$ cat src/rtl/ppp_pkg.sv
// shared types, widths and codes for the pinhole point projection block
// no dependencies; imported by every module of the block
package ppp_pkg;

    // fixed-point formats
    localparam int COORD_FRAC_BITS = 16;
    localparam int PIXEL_FRAC_BITS = 8;
    localparam int ROT_FRAC        = 14;

    // field widths
    localparam int COORD_W = 32;
    localparam int ROT_W   = 16;
    localparam int ROW_W   = 3 * ROT_W;
    localparam int PIX_W   = 24;
    localparam int FOC_W   = 24;
    localparam int PP_W    = 20;
    localparam int IMG_W   = 12;
    localparam int STAT_W  = 2;

    // internal widths
    localparam int DIFF_W = COORD_W + 1;
    localparam int PROD_W = DIFF_W + ROT_W;
    localparam int CAM_W  = PROD_W + 2;
    localparam int SCL_W  = CAM_W - ROT_FRAC;
    localparam int DEN_W  = SCL_W - 1;
    localparam int NUM_W  = SCL_W - 1 + FOC_W;
    localparam int REM_W  = DEN_W + 1;
    localparam int QUO_W  = NUM_W - COORD_FRAC_BITS;
    localparam int U_W    = QUO_W + 2;

    // configuration port
    localparam int CFG_IDX_W  = 3;
    localparam int CFG_DATA_W = FOC_W;
    localparam logic [CFG_IDX_W-1:0] CFG_FOCAL  = 3'd0;
    localparam logic [CFG_IDX_W-1:0] CFG_PRIN_X = 3'd1;
    localparam logic [CFG_IDX_W-1:0] CFG_PRIN_Y = 3'd2;
    localparam logic [CFG_IDX_W-1:0] CFG_IMG_W  = 3'd3;
    localparam logic [CFG_IDX_W-1:0] CFG_IMG_H  = 3'd4;

    // reset values
    localparam logic [FOC_W-1:0] FOCAL_RST  = 24'd128000;
    localparam logic [PP_W-1:0]  PRIN_X_RST = 20'd81920;
    localparam logic [PP_W-1:0]  PRIN_Y_RST = 20'd61440;

    // status codes
    localparam logic [STAT_W-1:0] STAT_SUCCESS = 2'd0;
    localparam logic [STAT_W-1:0] STAT_BEHIND  = 2'd1;
    localparam logic [STAT_W-1:0] STAT_OOB     = 2'd2;

    typedef struct packed {
        logic signed [COORD_W-1:0] world_x;
        logic signed [COORD_W-1:0] world_y;
        logic signed [COORD_W-1:0] world_z;
        logic [ROW_W-1:0]          rot_row0;
        logic [ROW_W-1:0]          rot_row1;
        logic [ROW_W-1:0]          rot_row2;
        logic signed [COORD_W-1:0] cam_pos_x;
        logic signed [COORD_W-1:0] cam_pos_y;
        logic signed [COORD_W-1:0] cam_pos_z;
    } ppp_in_t;

    typedef struct packed {
        logic signed [PIX_W-1:0] pixel_u;
        logic signed [PIX_W-1:0] pixel_v;
        logic [STAT_W-1:0]       proj_status;
    } ppp_out_t;

    // one divider lane: partial remainder and numerator/quotient shift word
    typedef struct packed {
        logic [REM_W-1:0] rem;
        logic [NUM_W-1:0] nq;
    } ppp_lane_t;

    // payload travelling down the divider chain
    typedef struct packed {
        logic             behind;
        logic             neg_u;
        logic             neg_v;
        logic [DEN_W-1:0] den;
        ppp_lane_t        lane_u;
        ppp_lane_t        lane_v;
    } ppp_div_t;

endpackage

$ cat src/rtl/ppp_div_step.sv
// one registered restoring-division step, one quotient bit for both lanes
// depends on ppp_pkg
module ppp_div_step (
    input  logic              aclk,
    input  logic              aresetn,
    input  logic              adv,
    input  logic              in_valid,
    input  ppp_pkg::ppp_div_t in_data,
    output logic              out_valid,
    output ppp_pkg::ppp_div_t out_data
);
    import ppp_pkg::*;

    logic     valid_reg;
    ppp_div_t data_reg, data_next;

    // shift next numerator bit into the remainder, subtract if it fits
    function automatic ppp_lane_t lane_step(ppp_lane_t l, logic [DEN_W-1:0] den);
        logic [REM_W:0] pw, dext, diff;
        logic           ge;
        ppp_lane_t      r;
        pw    = {l.rem, l.nq[NUM_W-1]};
        dext  = {{(REM_W+1-DEN_W){1'b0}}, den};
        ge    = pw >= dext;
        diff  = pw - dext;
        r.rem = ge ? diff[REM_W-1:0] : pw[REM_W-1:0];
        r.nq  = {l.nq[NUM_W-2:0], ge};
        return r;
    endfunction

    always_comb begin
        data_next        = in_data;
        data_next.lane_u = lane_step(in_data.lane_u, in_data.den);
        data_next.lane_v = lane_step(in_data.lane_v, in_data.den);
    end

    always_ff @(posedge aclk) begin
        if (!aresetn) begin
            valid_reg <= 1'b0;
        end else if (adv) begin
            valid_reg <= in_valid;
        end
    end

    always_ff @(posedge aclk) begin
        if (adv) begin
            data_reg <= data_next;
        end
    end

    assign out_valid = valid_reg;
    assign out_data  = data_reg;

endmodule

$ cat config.mk
export PLATFORM = sky130hd
export DESIGN_NAME = ppp_div_step
export DESIGN_NICKNAME = d
export VERILOG_FILES = /design/src/rtl/ppp_pkg.sv /design/src/rtl/ppp_div_step.sv
export SDC_FILE = /design/constraint.sdc
export NUM_CORES = 1
export LEC_CHECK = 0
export BUFFER_PORTS_ARGS = -buffer_cell sky130_fd_sc_hd__buf_2
export CORE_MARGIN = 2
export CORE_UTILIZATION = 37
export CTS_CLUSTER_DIAMETER = 150
export DETAILED_ROUTE_END_ITERATION = 8
export SKIP_CTS_REPAIR_TIMING = 1
export SLEW_MARGIN = 20
export SYNTH_ARGS = -nofsm -noshare
export SYNTH_HDL_FRONTEND = slang
export SYNTH_SLANG_ARGS = --single-unit
$ cat constraint.sdc
create_clock -name aclk -period 4.36 [get_ports aclk]
set_input_delay 0.872 -clock aclk [delete_from_list [all_inputs] [get_ports aclk]]
set_output_delay 0.872 -clock aclk [all_outputs]
set_load 0.01 [all_outputs]
# After elaboration in Yosys (flattened, before gate mapping)

Index checks and enable logic that the tools add are counted.
W data, S select, Z words.

Register bits: 234
Output and inout bits: 234
Word-level logic and storage cells: 15

Add/sub/neg operators: 2
Magnitude comparators: 2
Mux-type cells: 2

Operators by type and width:

| kind             | count |
|---|---|
| $ge A38 B36 Y1   | 2 |
| $mux W37         | 2 |
| $sub A37 B36 Y37 | 2 |

# Logic depth before layout (Yosys ltp)

Gate-level depths: netlist (run 1).

Word-level depth: 2
Depth in mapped cells: 15
Depth with buffers taken out: 13

# Least setup slack after synthesis (run 1)

No wires, ideal clock.

Path kind: input-to-reg
From: in in_data[59] in the netlist's numbering
To: reg data_reg, in the netlist out_data[67], data pin
Arrival time: 3.227 ns
Slack: 0.873 ns
Stages on the path: 14
Buffers on the path: 1
Cell sequence: inv_1 -> ha_1 -> inv_1 -> fa_1 -> a211oi_2 -> nor2_1 -> o31ai_1 -> a21oi_2 -> nor2b_4 -> o221ai_2 -> nor3_2 -> buf_6 -> inv_2 -> mux2_4

RTL lines:

| item                 | RTL line           | source |
|---|---|---|
| from (decl)          | ppp_div_step.sv:8  | `input ppp_pkg::ppp_div_t in_data,` |
| to (signal assigned) | ppp_div_step.sv:47 | `data_reg <= data_next;` |
| to (decl)            | ppp_div_step.sv:15 | `ppp_div_t data_reg, data_next;` |

==> impl_metrics.yaml, run 1 <==
outcome:
  status: "completed"
critical_path:
  r2r-end: "out_valid"
  arrival_ps: 3770
  end_kind: "register"
  rr_startpoint: "out_valid"
  required_ps: 4650
  reg2regPathDepth: 2
  r2r_slack_ps: 3730
  crit_fanout: 36
  startpoint_type: "input pin"
  crit_type: "in2reg"
hold_path:
  holdPathEnd: "out_data[15]"
  hp-class: "in2reg"
  min_from: "in_data[14]"
  min_path_cells: 1
global_route:
  grt_overflow: 0
  grt_pass1_vias: 9436
  antenna_found_initial: 10
  grt_usage: 0.2076
  grt_max_degree: 107
  grt_first_pass_wirelength_microns: 53620
timing:
  min_period_ps: 3484
  finalMaxSlewViolations: 0
  fmax_mhz: 287.0
  skew_ps: 0
  fin_worst_hold_slack_ps: 506.0
  setup_tns_ps: 0
  tightest_slew_ps: 819.6
  period_share: 0.7991
  relSlewSlack: 0.4536
  rsz0062_at_grt: "no"
  hold_viol: 0
  setup-violations-final: 0
logic_synthesis:
  synth_compound_area_frac: 0.1586
  synth.area.mux_share: 0.009627
  ys_ff_latch: 234
  synth-async-reset-ratio: 0
  yosysTopAreaCell: "edfxtp_1"
  synthSimpleGateAreaFrac: 0.09586
  synth_area_leaders: "edfxtp_1, ha_1, o21ai_0, nand2_1, a21oi_1"
  synth_top_family_by_area: "compound AO/OA/AOI/OAI gates"
  synth-edff-count: 233
  synth_most_common_cell: "edfxtp_1"
  syn_area_sq_um: 12090
  synth_cells: 1013
  ys_top_cells_by_count: "edfxtp_1, nand2_1, o21ai_0"
  ys.warnings.count: 0
  yosysUniqueCellTypes: 74
  yosysTopAreaCellShare: 0.5789
  yosysSeqAreaShare: 0.5805
  synth_ff_type: "edfxtp_1"
  synth_xor_area_frac: 0.04565
  avgSynthCellArea_sq_um: 11.93
  yosys.area_share.adder: 0.07785
  syn_nets: 1324
placed_design:
  detailed_place_hpwl_microns: 30170
  port_buffers: 470
  place_area_sq_um: 14930
  gp_congestion: 0.9308
cts:
  root_buffer: "clkbuf_16"
  numCtsBuffers: 26
  cts_buffer_depth: 3
  clkLatencyLatePin_ps: 530
  htree_levels: 1
  cts_sinks: 234
  tritoncts: "built"
  clk_pin_slew_ps: 60
drt:
  post-route-drc-count: 0
  routed_wl_microns: 37690
  drt_iter0_drc: 601
  dr_total_vias: 9687
  via_per_inst: 4.983
  avgRoutedWirePerCell_microns: 19.39
  antenna_left: 0
  drtPass1Iterations: 5
job:
  cap_violations: 0
floorplanning:
  die_x_microns: 184.7
  num_rows: 66
  die_area_sq_um: 34130
  core_area_sq_um: 32370
  initial_core_util: 0.3734
  die-height_microns: 184.7
  ioPinCount: 471
power:
  power_switching_mw: 1.769
  netSwitchingFraction: 0.2713
  irDropWorstVdd_mv: 0.2574
  p_seq_frac: 0.433
  leakage_nw: 6.805
  p_comb_frac: 0.211
  clockPowerShare: 0.356
  p_per_area_nw_per_um2: 411.4
  intPower_mw: 4.752
layout:
  fillers: 3001
  drive_above_1_share: 0.3652
  area_growth_pct: 31.15
  nets: 1789
  stdcell_area_sq_um: 15850
  final_util: 0.4897
-- registers in the layout, summed over array words and instances (netlist names) --
name       cells
out_data     233
out_valid      1
-- cells by family (layout without fill, tap and decap cells) --
| kind of cell | after synthesis | count (layout) |
|---|---|---|
| AOI/OAI and AO/OA | 291 | 291 |
| xor gates and xnor gates | 63 | 63 |
| adders and majority gates | 74 | 74 |
| buffers and inverters | 93 | 575 |
| DFF | 234 | 234 |
| muxes | 10 | 10 |
| other | 0 | 7 |
| and+or+nand+nor | 248 | 248 |
-- metrics by stage --
step	std cells	worst slack, ps	power, mW
floorplan	1013	872.7	3.638
global placement	1892	338.9	4.239
detailed placement	1892	317.2	4.245
CTS	1937	886.4	6.588
global route	1944	662.0	6.823
finish	1944	876.1	6.522
-- power groups by stage --
| stage | combinational [mW] | clock, mW | sequential (mW) |
|---|---|---|---|
| floorplan | 0.627 | 0 | 3.01 |
| global placement | 1.37 | 0 | 2.87 |
| detailed placement | 1.38 | 0 | 2.87 |
| CTS | 1.38 | 2.38 | 2.82 |
| global route | 1.50 | 2.47 | 2.85 |
| finish | 1.37 | 2.32 | 2.82 |
-- per-layer routing --
layer / GRT usage / wire length [microns] / vias up / part of all wire
met2: 0.3723 / 18860 / 349 / 0.50
met1: 0.2444 / 14830 / 4531 / 0.39
li1: - / - / 4730 / -
met4: 0.08317 / 1355 / 6 / 0.036
met5: 0 / 41 / - / 0.0011
met3: 0.03873 / 2592 / 71 / 0.069
-- worst max path at each step --
stage	startpoint	end	slack (ps)
2_1_floorplan	in_data[59]	out_data[67]	870
3_3_place_gp	in_data[215]	out_data[158]	340
3_5_place_dp	in_data[194]	out_data[95]	320
4_1_cts	in_data[194]	out_data[95]	890
5_1_grt	in_data[59]	out_data[95]	660
6_report	in_data[194]	out_data[67]	880
-- cells in the final DEF, fill, tap and decap left out, types with 6 or more instances in the layout --
cell and instances:
a211oi_1 8, a21o_1 33, a21oi_1 68, a31oi_1 6, and2_1 7, and3_1 7, buf_2 469, clkbuf_16 27
diode_2 7, edfxtp_1 233, ha_1 72, inv_1 52, nand2_1 107, nand2b_1 10, nand3_1 17, nand4_1 17
nor2_1 41, nor2b_1 8, nor3_1 16, o21a_1 8, o21ai_0 94, o21bai_1 15, o31ai_1 10, xnor2_1 35
xor2_1 28
-- area by class of cell --
type	count	area [sq um]	share of cell area
well taps	442	553.0	0.03489
clock buffers	32	694.4	0.04381
repair buffers	476	2470	0.1558
clock inverters	13	206.4	0.01302
diodes	7	17.52	0.001105
inverters	54	202.7	0.01279
flip-flops and latches	234	7017	0.4427
multi-input cells	686	4691	0.2959
-- critical path: stages --
cell      delay [ps]
buf_2            140
ha_1             170
inv_1             50
fa_1             430
a211oi_2         200
nor2_1           100
o31ai_1          420
a21oi_2          130
nor2b_4          210
o221ai_2         150
nor3_4           280
buf_12           230
inv_2             80
mux2_4           290
No activity file was read; power rests on OpenSTA's default activity.
==> inputs of run 2 (changes only) <==
Settings changed: PLACE_DENSITY from default to 0.66.
Clock period 4.36 ns to 3.15 ns, I/O delays scaled along.
==> run 2 against run 1 <==
Compared with the run above:
- global-route usage grew 1.8 points
- setup slack got worse by 720 ps
- register-to-register slack worse by 1200 ps
- utilization grew 4.3 points
- clock skew did not move
- clock power is 40% higher
- largest cell class unchanged
==> impl_metrics.yaml, run 2 (same netlist as run 1, synthesis figures left out) <==
outcome:
  status: "completed"
timing:
  skew_ps: 0
  setup-violations-final: 0
  rsz0062_at_grt: "no"
  hold_viol: 0
  min_period_ps: 2991
  fmax_mhz: 334.4
  finalMaxSlewViolations: 0
  fin_worst_hold_slack_ps: 262.6
  fin_ws_ps: 159.3
  tightest_slew_ps: 571.2
  period_share: 0.9494
  setup_tns_ps: 0
  relSlewSlack: 0.6093
critical_path:
  startpoint: "in_data[210]"
  crit_path_end: "out_data[93]"
  r2r-end: "out_valid"
  required_ps: 3510
  arrival_ps: 3350
  crit_fanout: 3
  crit_type: "in2reg"
  rr_startpoint: "out_valid"
  startpoint_type: "input pin"
  r2r_slack_ps: 2550
  reg2regPathDepth: 2
  end_kind: "register"
global_route:
  grt_pass1_vias: 10330
  grtUsageMet1: 0.2638
  grt_usage: 0.2253
  met2_usage: 0.4131
  use_met3: 0.04011
  grt_max_degree: 62
  grt_overflow: 0
  antenna_found_initial: 9
  grt-busiest-layer: "met2"
  grt_first_pass_wirelength_microns: 58170
cts:
  tritoncts: "built"
  numCtsBuffers: 26
  root_buffer: "clkbuf_16"
  htree_levels: 1
  cts_buffer_depth: 3
  clk_pin_slew_ps: 60
  cts_sinks: 234
  clkLatencyLatePin_ps: 540
layout:
  stdcell_area_sq_um: 17240
  largest_reg_flops: 233
  fillers: 2906
  layout_commonest_cell: "buf_2"
  final_util: 0.5325
  area_growth_pct: 42.62
  drive_above_1_share: 0.4364
  nets: 1966
  final_cell_mix: "buf_2, edfxtp_1, buf_4"
  finalNonFillerCells: 2122
hold_path:
  hp-class: "in2reg"
  min_from: "in_data[36]"
placed_design:
  dp.cells: 2069
  detailed_place_hpwl_microns: 33180
  gp_congestion: 0.9095
  port_buffers: 470
  dp_slack_ps: -343.9
  place_area_sq_um: 16310
power:
  p_comb_frac: 0.234
  p_per_area_nw_per_um2: 542.1
  leakage_nw: 7.681
  p_seq_frac: 0.419
  netSwitchingFraction: 0.2750
  intPower_mw: 6.774
  p_total_mw: 9.344
  irDropWorstVdd_mv: 0.3344
  clockPowerShare: 0.347
  power_switching_mw: 2.570
drt:
  post-route-drc-count: 0
  routed_wl_microns: 40570
  dr_total_vias: 10530
  antenna_left: 0
  drtPass1Iterations: 5
  via_per_inst: 4.963
  drt_iter0_drc: 637
  avgRoutedWirePerCell_microns: 19.12
floorplanning:
  core_area_sq_um: 32370
  die_area_sq_um: 34130
  initial_core_util: 0.3734
  die-height_microns: 184.7
  num_rows: 66
  ioPinCount: 471
  die_x_microns: 184.7
job:
  cap_violations: 0
[run 2: how the worst min path moves through the flow]
| stage | to | slack (ps) | cells after the start |
|---|---|---|---|
| final | out_data[37] | 260 | 1 |
| after CTS | out_data[44] | 240 | 1 |
| after global placement | out_valid | 520 | 2 |
| after floorplan | out_valid | 540 | 2 |
| after global routing | out_data[44] | 240 | 1 |
| after detailed placement | out_valid | 520 | 2 |
[run 2: critical path: stages]
cell and delay [ps]:
buf_2 110, inv_1 70, ha_1 290, a21o_1 190, a2111oi_0 550, nand2b_1 110, a221oi_1 250, buf_4 180
o211ai_1 100, a21oi_1 320, nor3_1 120, o21a_1 180, o31ai_1 240
[run 2: cell type report]
cell class	count	area, sq um	area share
tap	442	553.0	0.03208
multi-input combinational	686	4698	0.2726
inverter	54	202.7	0.01176
timing repair buffer	653	3836	0.2225
clock buffer	32	714.4	0.04145
clock inverter	16	203.9	0.01183
antenna	5	12.51	0.0007258
sequential	234	7017	0.4071
[run 2: power by group through the flow]
stage / sequential [mW] / combinational, mW / clock, mW
2_1_floorplan: 4.17 / 0.869 / 0
3_3_place_gp: 3.98 / 2.17 / 0
3_5_place_dp: 3.98 / 2.19 / 0
4_1_cts: 3.92 / 2.20 / 3.32
5_1_grt: 3.95 / 2.39 / 3.41
6_report: 3.92 / 2.19 / 3.24
[run 2: layer usage]
| layer | vias up | wire [microns] |
|---|---|---|
| li1 | 5082 | - |
| met1 | 5012 | 15730 |
| met2 | 360 | 20980 |
| met3 | 70 | 2617 |
| met4 | 8 | 1189 |
| met5 | - | 46 |
==> inputs of run 3 (changes only) <==
==> constraint.sdc (replaced) <==
create_clock -name aclk -period 3.15 [get_ports aclk]
set_input_delay 0.4725 -clock aclk [delete_from_list [all_inputs] [get_ports aclk]]
set_output_delay 0.4725 -clock aclk [all_outputs]
set_load 0.01 [all_outputs]
==> run 3 against run 2 <==
Compared with the run above:
- utilization shrank 1.1 points
- hold slack worse by 150 ps
- final cell count down 1.8%
- count of clock-buffer cells in the layout fell by 1
- clock power barely moved
- setup slack better by 78 ps
- routed wire length down 0.99%
- non-clock buffer count shrank 39
- fmax grew 2.7%
- register-to-register slack got worse by 40 ps
- sequential share of layout area increased by 0.82 points
==> impl_metrics.yaml, run 3 (same netlist as run 1, synthesis figures left out) <==
outcome:
  status: "completed"
global_route:
  grt_first_pass_wirelength_microns: 57330
  grt_usage: 0.2224
  grt_pass1_vias: 10080
  antenna_found_initial: 6
  grt_max_degree: 68
  grt_overflow: 0
placed_design:
  detailed_place_hpwl_microns: 32940
  port_buffers: 470
  gp_congestion: 0.9392
  dp_slack_ps: -245.1
  place_area_sq_um: 15960
critical_path:
  startpoint_type: "input pin"
  required_ps: 3420
  crit_buf_inv: 4
  crit_type: "in2reg"
  worst_path_max_delay_cell: "a2111o_1"
  rr_startpoint: "out_valid"
  end_kind: "register"
  cpMostUsedCell: "inv_1"
  crit_fanout: 24
  startpoint: "in_data[156]"
  critPathMaxStageDelay_ps: 440
  crit_family: "compound AO/OA/AOI/OAI gates"
  crit_chain: "buf_2, inv_1, ha_1, inv_1, fa_1, a211oi_1, o21ai_1, a2111o_1, nand2_1, o31ai_4, a211oi_4, buf_12, mux2_2"
  arrival_ps: 3180
timing:
  min_period_ps: 2913
  period_share: 0.9248
  setup-violations-final: 0
  fin_ws_ps: 237.0
  fin_worst_hold_slack_ps: 112.6
  skew_ps: 0
  tightest_slew_ps: 597.9
  relSlewSlack: 0.5951
  finalMaxSlewViolations: 0
  hold_viol: 0
  fmax_mhz: 343.3
  rsz0062_at_grt: "no"
layout:
  area_growth_pct: 39.80
  final_cell_mix: "buf_2, edfxtp_1, buf_4"
  stdcell_area_sq_um: 16900
  fillers: 2979
  drive_above_1_share: 0.4215
  layout_commonest_cell: "buf_2"
  nets: 1928
  multi_input_area_sq_um: 4691
  largest_reg_flops: 233
  seqCellArea_sq_um: 7017
hold_path:
  min_from: "in_data[138]"
  hp-class: "in2reg"
floorplanning:
  num_rows: 66
  ioPinCount: 471
  die_x_microns: 184.7
  core_area_sq_um: 32370
  die-height_microns: 184.7
  initial_core_util: 0.3734
  die_area_sq_um: 34130
drt:
  dr_total_vias: 10210
  via_per_inst: 4.899
  routed_wl_microns: 40160
  drt_iter0_drc: 629
  post-route-drc-count: 0
  antenna_left: 0
  drtPass1Iterations: 5
  avgRoutedWirePerCell_microns: 19.27
cts:
  root_buffer: "clkbuf_16"
  cts_sinks: 234
  clkLatencyLatePin_ps: 530
  clk_pin_slew_ps: 60
  tritoncts: "built"
  htree_levels: 1
  numCtsBuffers: 27
  cts_buffer_depth: 3
power:
  p_total_mw: 9.273
  p_per_area_nw_per_um2: 548.8
  leakage_nw: 7.480
  irDropWorstVdd_mv: 0.3826
job:
  cap_violations: 0
==> run 3: cell count changes in the layout (fill, tap and decap cells not counted), moves of 2 or more <==
cell,change
clkinv_2,-2
clkinv_1,+2
buf_12,-4
buf_4,-35
==> run 3: final timing paths <==
kind / endpoint / slack (ps) / depth (start not counted)
worst max register to register: out_valid / 2510 / 2
worst min register to register: out_valid / 560 / 2
worst max-delay path: out_data[158] / 240 / 13
worst min-delay path: out_data[139] / 110 / 1
==> run 3: cell type report <==
cell class | instances | share of cell area
Inverter | 54 | 0.01200
Tap cell | 442 | 0.03273
Clock inverter | 18 | 0.01288
Multi-Input combinational cell | 686 | 0.2776
Clock buffer | 31 | 0.04206
Sequential cell | 234 | 0.4153
Antenna cell | 5 | 0.0007405
Timing Repair Buffer | 614 | 0.2067
==> run 3: stage by stage <==
step	util	TNS, ps	cells
after floorplan	-	0	1013
after global placement	0.4929	-7226	2030
after detailed placement	0.4929	-9476	2030
after CTS	0.5216	0	2079
after global routing	0.5220	0	2084
final	0.5220	0	2084
==> run 3: worst register-to-register path, cell delays in order (launching register included) <==
cell and delay [ps]:
dfxtp_1 350, mux2i_1 80, nor2b_1 140
==> run 3: report_power, final <==
group          switching, mW  internal (mW)
sequential            0.0870           3.83
combinational           1.18          0.935
clock                   1.28           1.96
total                   2.55           6.73
==> run 3: metal layers <==
layer | part of all wire | vias up | global-route usage
li1 | - | 5013 | -
met1 | 0.39 | 4801 | 0.2579
met2 | 0.51 | 333 | 0.4057
met3 | 0.062 | 60 | 0.04149
met4 | 0.034 | 2 | 0.08476
met5 | 0.00032 | - | 0
